### src/rtl/core/path_turn_smoothing_metrics_top_defines.svh
// Assertion macros for the path turn smoothing metrics block.
// The clock and reset names clk_i and rst_ni are taken from the using module.
`ifndef PATH_TURN_SMOOTHING_METRICS_TOP_DEFINES_SVH
`define PATH_TURN_SMOOTHING_METRICS_TOP_DEFINES_SVH

`ifndef ASSERT_OFF
// Check a property on every rising clock edge outside reset.
`define PTSM_ASSERT(lbl, prop) \
  lbl: assert property (@(posedge clk_i) disable iff (!rst_ni) (prop)) \
    else $error("ptsm assertion failed");
// Check that a condition never holds outside reset.
`define PTSM_ASSERT_NEVER(lbl, cond) \
  lbl: assert property (@(posedge clk_i) disable iff (!rst_ni) !(cond)) \
    else $error("ptsm forbidden condition seen");
`else
`define PTSM_ASSERT(lbl, prop)
`define PTSM_ASSERT_NEVER(lbl, cond)
`endif

`endif

### src/rtl/core/ptsm_pkg.sv
package ptsm_pkg;

  // Path counter width and its full value
  localparam int unsigned CNT_W  = 16;
  localparam int unsigned TURN_W = CNT_W + 3;
  localparam logic [CNT_W-1:0] CNT_MAX = '1;

  // Field widths
  localparam int unsigned DIR_W     = 2;
  localparam int unsigned CFG_W     = 24;
  localparam int unsigned CFG_IDX_W = 2;
  localparam int unsigned LEN_W     = 16;
  localparam int unsigned RTURN_W   = 18;
  localparam int unsigned SLEN_W    = 32;
  localparam int unsigned SCORE_W   = 32;

  // Shared multiplier and divider widths
  localparam int unsigned MUL_A_W = 24;
  localparam int unsigned MUL_B_W = 18;
  localparam int unsigned PROD_W  = MUL_A_W + MUL_B_W;
  localparam int unsigned SSUM_W  = PROD_W + 1;
  localparam int unsigned TIME_W  = 59;
  localparam int unsigned QUO_W   = 57;
  localparam int unsigned DIVC_W  = 6;

  // Constants
  localparam logic [MUL_B_W-1:0] SQRT2_Q16    = 18'd92682;
  localparam logic [SLEN_W-1:0]  SLEN_MAX     = 32'hFFFF_0000;
  localparam logic [RTURN_W-1:0] TURN_OUT_MAX = '1;
  localparam logic [LEN_W-1:0]   LEN_OUT_MAX  = '1;
  localparam logic [LEN_W-1:0]   RAW_LEN_FULL = (CNT_W >= LEN_W) ? LEN_OUT_MAX :
                                                LEN_W'((32'd1 << CNT_W) - 32'd1);
  localparam logic [DIR_W-1:0]   DIR_OPP      = 2'd2;
  localparam logic [TURN_W-1:0]  TURN_OPP     = TURN_W'(4);
  localparam logic [TURN_W-1:0]  TURN_SIDE    = TURN_W'(2);

  localparam logic [CFG_W-1:0] LEN_WEIGHT_RST  = 24'd1016184;
  localparam logic [CFG_W-1:0] TURN_WEIGHT_RST = 24'd609509;
  localparam logic [CFG_W-1:0] TIME_OFFSET_RST = 24'd16777;

  typedef enum logic [CFG_IDX_W-1:0] {
    CFG_LEN_WEIGHT  = 2'd0,
    CFG_TURN_WEIGHT = 2'd1,
    CFG_TIME_OFFSET = 2'd2
  } cfg_idx_e;

  typedef enum logic [1:0] {
    PH_IDLE = 2'd0,
    PH_ONE  = 2'd1,
    PH_RUN  = 2'd2
  } phase_e;

  typedef enum logic [3:0] {
    ST_IDLE,
    ST_SLEN_MUL,
    ST_SLEN_SUM,
    ST_MUL_LO,
    ST_MUL_HI,
    ST_MUL_TURN,
    ST_ACC_TURN,
    ST_DIV,
    ST_LOAD
  } seq_state_e;

  // Path metrics with any open run closed, as seen at the last move
  typedef struct packed {
    logic [CNT_W-1:0]  move_count;
    logic [CNT_W-1:0]  diag_count;
    logic [CNT_W-1:0]  straight_count;
    logic [TURN_W-1:0] turn_sum;
    logic [TURN_W-1:0] turn_red;
    logic              overflow;
  } path_snap_t;

endpackage

### src/rtl/core/ptsm_path.sv
module ptsm_path import ptsm_pkg::*; (
  input  logic             clk_i,
  input  logic             rst_ni,
  input  logic             fire_i,
  input  logic [DIR_W-1:0] dir_i,
  input  logic             last_i,
  output path_snap_t       snap_o
);

  phase_e            phase_q, n_phase;
  logic [DIR_W-1:0]  pm_q, ppm_q, n_pm, n_ppm;
  logic [CNT_W-1:0]  run_q, mc_q, dg_q, st_q;
  logic [CNT_W-1:0]  n_run, n_mc, n_dg, n_st;
  logic [TURN_W-1:0] ts_q, tr_q, n_ts, n_tr;
  logic              ovf_q, n_ovf;

  // Apply one move to the path metrics
  always_comb begin
    n_phase = phase_q;
    n_pm    = pm_q;
    n_ppm   = ppm_q;
    n_run   = run_q;
    n_mc    = mc_q;
    n_dg    = dg_q;
    n_st    = st_q;
    n_ts    = ts_q;
    n_tr    = tr_q;
    n_ovf   = ovf_q;
    if (mc_q == CNT_MAX) begin
      n_ovf = 1'b1;
    end else begin
      n_mc = mc_q + 1'b1;
      if ((phase_q == PH_ONE || phase_q == PH_RUN) && dir_i != pm_q) begin
        n_ts = ts_q + (((dir_i ^ pm_q) == DIR_OPP) ? TURN_OPP : TURN_SIDE);
      end
      unique case (phase_q)
        PH_ONE: begin
          if (dir_i == pm_q) begin
            n_st = st_q + 1'b1;
          end else begin
            n_ppm   = pm_q;
            n_pm    = dir_i;
            n_run   = CNT_W'(2);
            n_phase = PH_RUN;
          end
        end
        PH_RUN: begin
          if (dir_i == ppm_q) begin
            n_run = run_q + 1'b1;
            n_ppm = pm_q;
            n_pm  = dir_i;
          end else begin
            // close the alternating run
            n_dg = dg_q + (run_q >> 1);
            n_st = st_q + CNT_W'(run_q[0]);
            if (run_q > CNT_W'(2)) begin
              n_tr = tr_q + (TURN_W'(run_q) << 1) - TURN_W'(4);
            end
            n_run   = '0;
            n_pm    = dir_i;
            n_phase = PH_ONE;
          end
        end
        default: begin
          n_pm    = dir_i;
          n_phase = PH_ONE;
        end
      endcase
    end
  end

  // Close whatever the path holds at its end
  always_comb begin
    snap_o.move_count     = n_mc;
    snap_o.diag_count     = n_dg;
    snap_o.straight_count = n_st;
    snap_o.turn_sum       = n_ts;
    snap_o.turn_red       = n_tr;
    snap_o.overflow       = n_ovf;
    if (n_phase == PH_ONE) begin
      snap_o.straight_count = n_st + 1'b1;
    end else if (n_phase == PH_RUN) begin
      snap_o.diag_count     = n_dg + (n_run >> 1);
      snap_o.straight_count = n_st + CNT_W'(n_run[0]);
      if (n_run > CNT_W'(2)) begin
        snap_o.turn_red = n_tr + (TURN_W'(n_run) << 1) - TURN_W'(4);
      end
    end
  end

  // Advance on each beat; clear after the last move
  always_ff @(posedge clk_i or negedge rst_ni) begin
    if (!rst_ni) begin
      phase_q <= PH_IDLE;
      pm_q    <= '0;
      ppm_q   <= '0;
      run_q   <= '0;
      mc_q    <= '0;
      dg_q    <= '0;
      st_q    <= '0;
      ts_q    <= '0;
      tr_q    <= '0;
      ovf_q   <= 1'b0;
    end else if (fire_i) begin
      if (last_i) begin
        phase_q <= PH_IDLE;
        pm_q    <= '0;
        ppm_q   <= '0;
        run_q   <= '0;
        mc_q    <= '0;
        dg_q    <= '0;
        st_q    <= '0;
        ts_q    <= '0;
        tr_q    <= '0;
        ovf_q   <= 1'b0;
      end else begin
        phase_q <= n_phase;
        pm_q    <= n_pm;
        ppm_q   <= n_ppm;
        run_q   <= n_run;
        mc_q    <= n_mc;
        dg_q    <= n_dg;
        st_q    <= n_st;
        ts_q    <= n_ts;
        tr_q    <= n_tr;
        ovf_q   <= n_ovf;
      end
    end
  end

endmodule
### config.mk
export PLATFORM = sky130hd
export DESIGN_NAME = ptsm_path
export DESIGN_NICKNAME = d
export VERILOG_FILES = /design/src/rtl/core/path_turn_smoothing_metrics_top_defines.svh /design/src/rtl/core/ptsm_pkg.sv /design/src/rtl/core/ptsm_path.sv
export SDC_FILE = /design/constraint.sdc
export NUM_CORES = 1
export LEC_CHECK = 0
export ABC_CLOCK_PERIOD_IN_PS = 5700
export BUFFER_PORTS_ARGS = -buffer_cell sky130_fd_sc_hd__buf_2
export CAP_MARGIN = 20
export CORE_MARGIN = 8
export CORE_UTILIZATION = 35
export CTS_CLUSTER_DIAMETER = 60
export DETAILED_ROUTE_END_ITERATION = 12
export SLEW_MARGIN = 25
export SYNTH_ARGS = -nofsm -noshare
export SYNTH_HDL_FRONTEND = slang
export SYNTH_SLANG_ARGS = --single-unit
### constraint.sdc
create_clock -name clk_i -period 5.7 [get_ports clk_i]
set_clock_uncertainty 0.2 [all_clocks]
set_input_delay 0 -clock clk_i [delete_from_list [all_inputs] [get_ports clk_i]]
set_output_delay 0 -clock clk_i [all_outputs]
set_load 0.02 [all_outputs]
# --- Yosys cells after proc, flatten, opt, wreduce, memory -nomap -nowiden ---
# Index checks and enable logic that the tools add are counted.
totals:
  inputBits: 6
  register_bits: 109
  output_inout_bits: 87
  wordCells: 90
classes:
  n_addsub: 13
  n_eq_ne: 12
  reduce_logical: 5
  muxes: 47
  bitwise: 1
  magnitude_cmp: 2
op_table:
  columns: ["operator", "n"]
  rows:
  - ["$mux W16", 16]
  - ["$mux W19", 11]
  - ["$add A16 B1 Y16 const B", 4]
  - ["$pmux W16 S2", 2]
  - ["$add A19 B17 Y19", 2]
  - ["$sub A19 B3 Y19 const B", 2]
  - ["$add A16 B1 Y16", 2]
  - ["$add A16 B15 Y16", 2]
  - ["$gt A16 B2 Y1 const B", 2]
  - ["$mux W32", 1]
  - ["$mux W2", 12]
  - ["$add A19 B3 Y19", 1]
  - ["$eq A16 B16 Y1 const B", 1]
  - ["$pmux W2 S2", 2]
  - ["$eq A2 B2 Y1 const B", 3]
  - ["$reduce_and A5 Y1", 1]
  - ["$eq A2 B1 Y1 const B", 2]
  - ["$eq A2 B2 Y1", 2]
  - ["$mux W3", 1]
  - ["$ne A3 B2 Y1 const B", 1]
  - ["$ne A3 B3 Y1 const B", 1]
  - ["$reduce_and A3 Y1", 1]
  - ["$reduce_bool A3 Y1", 1]
  - ["$mux W1", 2]
  - ["other kinds (5)", 5]

# --- Longest topological paths before layout ---
logic_depth:
  ltp_word: 11
  ltp_mapped: 23
  mapped_depth_nobuf: 23

# --- Worst setup path before layout ---
# OpenSTA, ideal clock, no wires.
synth_timing:
  path_kind: "register to output"
  startpoint: "register mc_q[0]"
  endpoint: "output port snap_o[19] in the netlist's numbering"
  slack_ps: 518
  stages_incl_launch_ff: 22
  path_buffers: 3
  t_arrival_ps: 4982
  t_required_ps: 5500
  path_cell_list: "dfrtp_1 -> ha_1 -> clkbuf_1 -> nand3_2 -> nor2_1 -> nor3_1 -> clkbuf_1 -> buf_2 -> mux2i_1 -> ha_1 -> inv_1 -> ha_1 -> fa_1 -> a211oi_1 -> o21ai_0 -> o2111ai_1 -> nand3_1 -> a41oi_1 -> o21ai_0 -> xnor2_1 -> nand2_1 -> xor2_1"
synth_lines:
  columns: ["element", "line_no", "text"]
  rows:
  - ["start, declared", "ptsm_path.sv:12", "logic [CNT_W-1:0] run_q, mc_q, dg_q, st_q;"]
  - ["start signal, assigned", "ptsm_path.sv:121", "mc_q <= n_mc;"]
  - ["end, declared", "ptsm_path.sv:7", "output path_snap_t snap_o"]

==> run summary <==
The number of buffers inserted by port buffering works out to 90. The run finished with clean final reports. The run gives 48.9 ps as the worst hold slack across all endpoints. Amount of wire on met2 after detailed routing: 14.2 mm. The worst setup path is of the flop to primary output kind. The critical path goes through xor2_1, o21ai_0, nor3_4, mux2i_1, ha_1, inv_1, ha_1, fa_1, a211oi_1, o21ai_0, o2111ai_1, nand3_1, a41oi_2, o21ai_0, xnor2_1, nand2_1, xor2_1, buf_2.

The worst-case IR drop observed on VDD is 0.151 mV. Final design instance area without fill: 0.0122 mm². The first global-routing pass estimated 51.3 mm of wire. For this block, the routed nets add up to 31.6 mm of wire.

The run gives 0 as the residual DRC count. At the pin with the least slew margin, the transition time is 909 ps. The synthesized netlist occupies a cell area of 0.0109 mm². The required time of the worst setup path came out at 5500 ps. The tools report the type of element capturing the critical path as a primary output. The run gives 1837 as the final non-filler cell total. The number of violations of the max-capacitance limit came out at 0. The final critical path takes up 93.9% of the cycle. Setup repair after global routing left no endpoint under its margin. The tools report the number of max-slew violations in the final report as 0. The average via count per standard cell was 5.56; the core area was 0.0307 mm².

Cells fill 39.8% of the core in the end. In the synthesized netlist, the number of instances is 1361. The layout overhead on the synthesized area works out to 11.7%. In this run, the number of DRC markers left after iteration 0 of detailed routing was 583. In this run the cell area measured after placement is 0.0118 mm². Time the final worst path needs with I/O delays and setup: 5350 ps.

Die span in y: 193 µm. The sum of net half-perimeters after detailed placement came out at 23.8 mm. In this design, the critical path's most frequently occurring cell is sky130_fd_sc_hd__o21ai_0.

The number of optimization iterations in the first detailed-route pass was 5; the relative slew slack was 39.4%. For this run, the number of Yosys warnings is 0. The tools report the leakage power as 5.88 nW. Initial antenna violation count: 0. Highest routed metal layer: met4. For this block, wires on met1 add up to 15.3 mm. Routability-driven placement finished with a final weighted congestion of 0.864.

The routed design uses 1.30 mm of met3 wire. Total power of the final layout: 2.17 mW. The share of layout cells above drive strength 1 works out to 12.4%. The path class of the tightest hold or removal check is primary input to async pin. After the last flow step, the layout net total stands at 1555.

TritonCTS built the clock tree. Entering global routing, the biggest net connects 60 pins. The total power density per cell area works out to 178 mW/mm². The top-level I/O count was 93; the via count of the routed design was 10200. The H-tree was split into 3 levels. After clock tree synthesis, the clock-pin slew on the worst setup and hold paths is 80 ps. The clock passes through at most 2 buffers. Once detail routing completed, the nets flagged for antenna violations numbered 0. The largest fanout of any net on the critical path was 6. The number of buffers and inverters on the critical path is 2. Including well taps, the total number of placed cells is 1812.

After layout, the worst setup slack is 348 ps. The width of the die is 193 µm. The tools report the worst path arrival time as 5150 ps.

The run gives 9786 as the via count of the first global-routing pass. For the count of different cell masters after synthesis, the log shows 81. The worst setup path is launched from a flop. Global routing used 17.0% of the available tracks across all layers.

For the worst-skew pair later-pin latency, the log shows 370 ps. 0 antenna diodes ended up in the layout. The run gives 35.7% as the starting density of the core.

The number of clock buffers added by TritonCTS is 9. Among all stages on the critical path, the largest delay is contributed by sky130_fd_sc_hd__dfrtp_1. The number of hold violations in the final report is 0, and the number of synthesized flops with an enable pin is 0. The highest clock frequency the design can meet came out at 187 MHz.

The count of standard-cell rows came out at 64. Sequential cells were found to cover 24.5% of the synthesized design area. CTS saw 107 sinks. A synthesized cell averages 8.03 µm². The run gives 509 ps as the worst slack after detailed placement. In the synthesized netlist the dominant register cell turns out to be sky130_fd_sc_hd__dfrtp_1.

The tools report the root buffer cell as sky130_fd_sc_hd__clkbuf_16. Setup violations remaining at the end of the flow were counted as 0. After detailed routing, the average wire length per cell comes to 17.2 µm. The number of synthesized register bits came out at 107. Stage delay of the slowest cell on the critical path: 420 ps. For this run, asynchronously set or reset flops after synthesis account for 100%. The dominant delay contributor by cell family on the critical path was compound AO/OA/AOI/OAI gates. The overall die area was 0.0372 mm²; the total congestion overflow was 0.

Final total negative setup slack: 0 ps.
-- worst register-to-register path: stages (launching register included) --
cell and delay, ps:
sky130_fd_sc_hd__dfrtp_1 510, sky130_fd_sc_hd__inv_1 140, sky130_fd_sc_hd__ha_1 300, sky130_fd_sc_hd__inv_1 40, sky130_fd_sc_hd__ha_1 360, sky130_fd_sc_hd__o21ai_0 110, sky130_fd_sc_hd__o21bai_1 230, sky130_fd_sc_hd__a211oi_2 120
sky130_fd_sc_hd__buf_4 150, sky130_fd_sc_hd__or3_1 350, sky130_fd_sc_hd__a31oi_1 240, sky130_fd_sc_hd__nor2_1 90, sky130_fd_sc_hd__and4b_1 210, sky130_fd_sc_hd__nor4_1 420, sky130_fd_sc_hd__o2bb2ai_1 130
-- sequential cells by signal, indices dropped and copies added, names as in the netlist --
register / flops
pm_q: 2
phase_q: 2
run_q: 16
st_q: 16
ts_q: 18
mc_q: 16
dg_q: 16
ppm_q: 2
tr_q: 18
ovf_q: 1
-- report_power, final --
part	switching, mW	internal [mW]	leakage, nW
Clock	0.310	0.298	0.133
Sequential	0.0185	0.774	1.48
Combinational	0.477	0.291	4.26
-- placed cells by master (no fill, tap or decap), types with 6 or more instances in the layout --
| master | n |
|---|---|
| sky130_fd_sc_hd__inv_1 | 148 |
| sky130_fd_sc_hd__nand2_1 | 109 |
| sky130_fd_sc_hd__ha_1 | 106 |
| sky130_fd_sc_hd__dfrtp_1 | 105 |
| sky130_fd_sc_hd__buf_2 | 89 |
| sky130_fd_sc_hd__nor2_1 | 84 |
| sky130_fd_sc_hd__o21ai_0 | 77 |
| sky130_fd_sc_hd__xnor2_1 | 65 |
| sky130_fd_sc_hd__a21oi_1 | 62 |
| sky130_fd_sc_hd__nand3_1 | 43 |
| sky130_fd_sc_hd__nor3_1 | 39 |
| sky130_fd_sc_hd__a22o_1 | 38 |
| sky130_fd_sc_hd__o22ai_1 | 36 |
| sky130_fd_sc_hd__and3_1 | 35 |
| sky130_fd_sc_hd__xor2_1 | 33 |
| sky130_fd_sc_hd__buf_4 | 32 |
| sky130_fd_sc_hd__mux2i_1 | 31 |
| sky130_fd_sc_hd__nand4_1 | 22 |
| sky130_fd_sc_hd__o2bb2ai_1 | 21 |
| sky130_fd_sc_hd__and2_1 | 16 |
| sky130_fd_sc_hd__a21o_1 | 15 |
| sky130_fd_sc_hd__o31ai_1 | 13 |
| sky130_fd_sc_hd__a221oi_1 | 11 |
| sky130_fd_sc_hd__o211ai_1 | 10 |
| sky130_fd_sc_hd__and4_1 | 9 |
| sky130_fd_sc_hd__a2111oi_0 | 9 |
| sky130_fd_sc_hd__clkbuf_16 | 9 |
| sky130_fd_sc_hd__a211oi_1 | 8 |
| sky130_fd_sc_hd__nor4_1 | 8 |
| sky130_fd_sc_hd__o21bai_1 | 8 |
| sky130_fd_sc_hd__mux2_2 | 7 |
| sky130_fd_sc_hd__a31oi_1 | 7 |
| sky130_fd_sc_hd__or3_1 | 6 |
| sky130_fd_sc_hd__o21a_1 | 6 |
| sky130_fd_sc_hd__or2_2 | 6 |
| sky130_fd_sc_hd__nand2b_1 | 6 |
-- synth_stat cells (7+ instances only) --
| cell | number | area [µm²] |
|---|---|---|
| sky130_fd_sc_hd__inv_1 | 148 | 556 |
| sky130_fd_sc_hd__nand2_1 | 110 | 413 |
| sky130_fd_sc_hd__dfrtp_1 | 107 | 2680 |
| sky130_fd_sc_hd__ha_1 | 107 | 1340 |
| sky130_fd_sc_hd__nor2_1 | 85 | 319 |
| sky130_fd_sc_hd__o21ai_0 | 78 | 390 |
| sky130_fd_sc_hd__xnor2_1 | 65 | 569 |
| sky130_fd_sc_hd__a21oi_1 | 62 | 310 |
| sky130_fd_sc_hd__clkbuf_1 | 43 | 161 |
| sky130_fd_sc_hd__nand3_1 | 43 | 215 |
| sky130_fd_sc_hd__nor3_1 | 40 | 200 |
| sky130_fd_sc_hd__a22o_1 | 38 | 333 |
| sky130_fd_sc_hd__o22ai_1 | 36 | 225 |
| sky130_fd_sc_hd__and3_1 | 35 | 219 |
| sky130_fd_sc_hd__xor2_1 | 33 | 289 |
| sky130_fd_sc_hd__mux2i_1 | 32 | 320 |
| sky130_fd_sc_hd__nand4_1 | 22 | 138 |
| sky130_fd_sc_hd__o2bb2ai_1 | 21 | 184 |
| sky130_fd_sc_hd__and2_1 | 16 | 100 |
| sky130_fd_sc_hd__a21o_1 | 15 | 113 |
| sky130_fd_sc_hd__a221oi_1 | 13 | 114 |
| sky130_fd_sc_hd__o31ai_1 | 13 | 97.6 |
| sky130_fd_sc_hd__o211ai_1 | 10 | 75.1 |
| sky130_fd_sc_hd__a2111oi_0 | 9 | 78.8 |
| sky130_fd_sc_hd__a211oi_1 | 9 | 67.6 |
| sky130_fd_sc_hd__and4_1 | 9 | 78.8 |
| sky130_fd_sc_hd__buf_2 | 9 | 45.0 |
| sky130_fd_sc_hd__a31oi_1 | 8 | 50.1 |
| sky130_fd_sc_hd__nor4_1 | 8 | 50.1 |
| sky130_fd_sc_hd__o21bai_1 | 8 | 60.1 |
| sky130_fd_sc_hd__mux2_2 | 7 | 78.8 |
-- final timing paths --
kind | slack (ps) | startpoint | end | cells after the start
setup reg to reg | 1980 | run_q[4] | tr_q[18] | 14
hold / removal | 50 | rst_ni | tr_q[16] | 2
hold reg to reg | 320 | dg_q[12] | dg_q[12] | 1
setup / recovery | 350 | ppm_q[1] | snap_o[19] | 18
min in group clk_i | 100 | fire_i | mc_q[12] | 3
max in group asynchronous | 3980 | rst_ni | run_q[1] | 3
-- routing by layer --
metal	GRT usage, %	vias up
met4	6.76	0
met5	0	-
met3	2.22	35
met2	26.9	183
met1	23.0	4879
li1	-	5119
-- cell families after synthesis --
logic type      Yosys count  synth area share [%]
simple gates            410                  18.8
compound gates          380                  24.0
buf+inv                 212                  7.76
fa+ha+maj               112                  13.2
flops                   107                  24.5
xor+xnor                 98                  7.85
mux                      41                  3.92
other cells               1                0.0343
-- layout make-up --
class                           count  area, µm²
Clock buffer                       10        229
Tap cell                          396        495
Sequential cell                   107       2680
Timing Repair Buffer              125        726
Clock inverter                      5       40.0
Inverter                          151        567
Multi-Input combinational cell   1043       7480
Fill cell                        3128      18500
-- what timing repair did --
action | CTS | global route
endpoints found under the hold margin | 56 | 0
resized for setup | 0 | 11
setup endpoints to repair | 0 | 5
setup buffers | 0 | 6
hold buffers | 4 | 0
No activity file was read; power rests on OpenSTA's default activity.
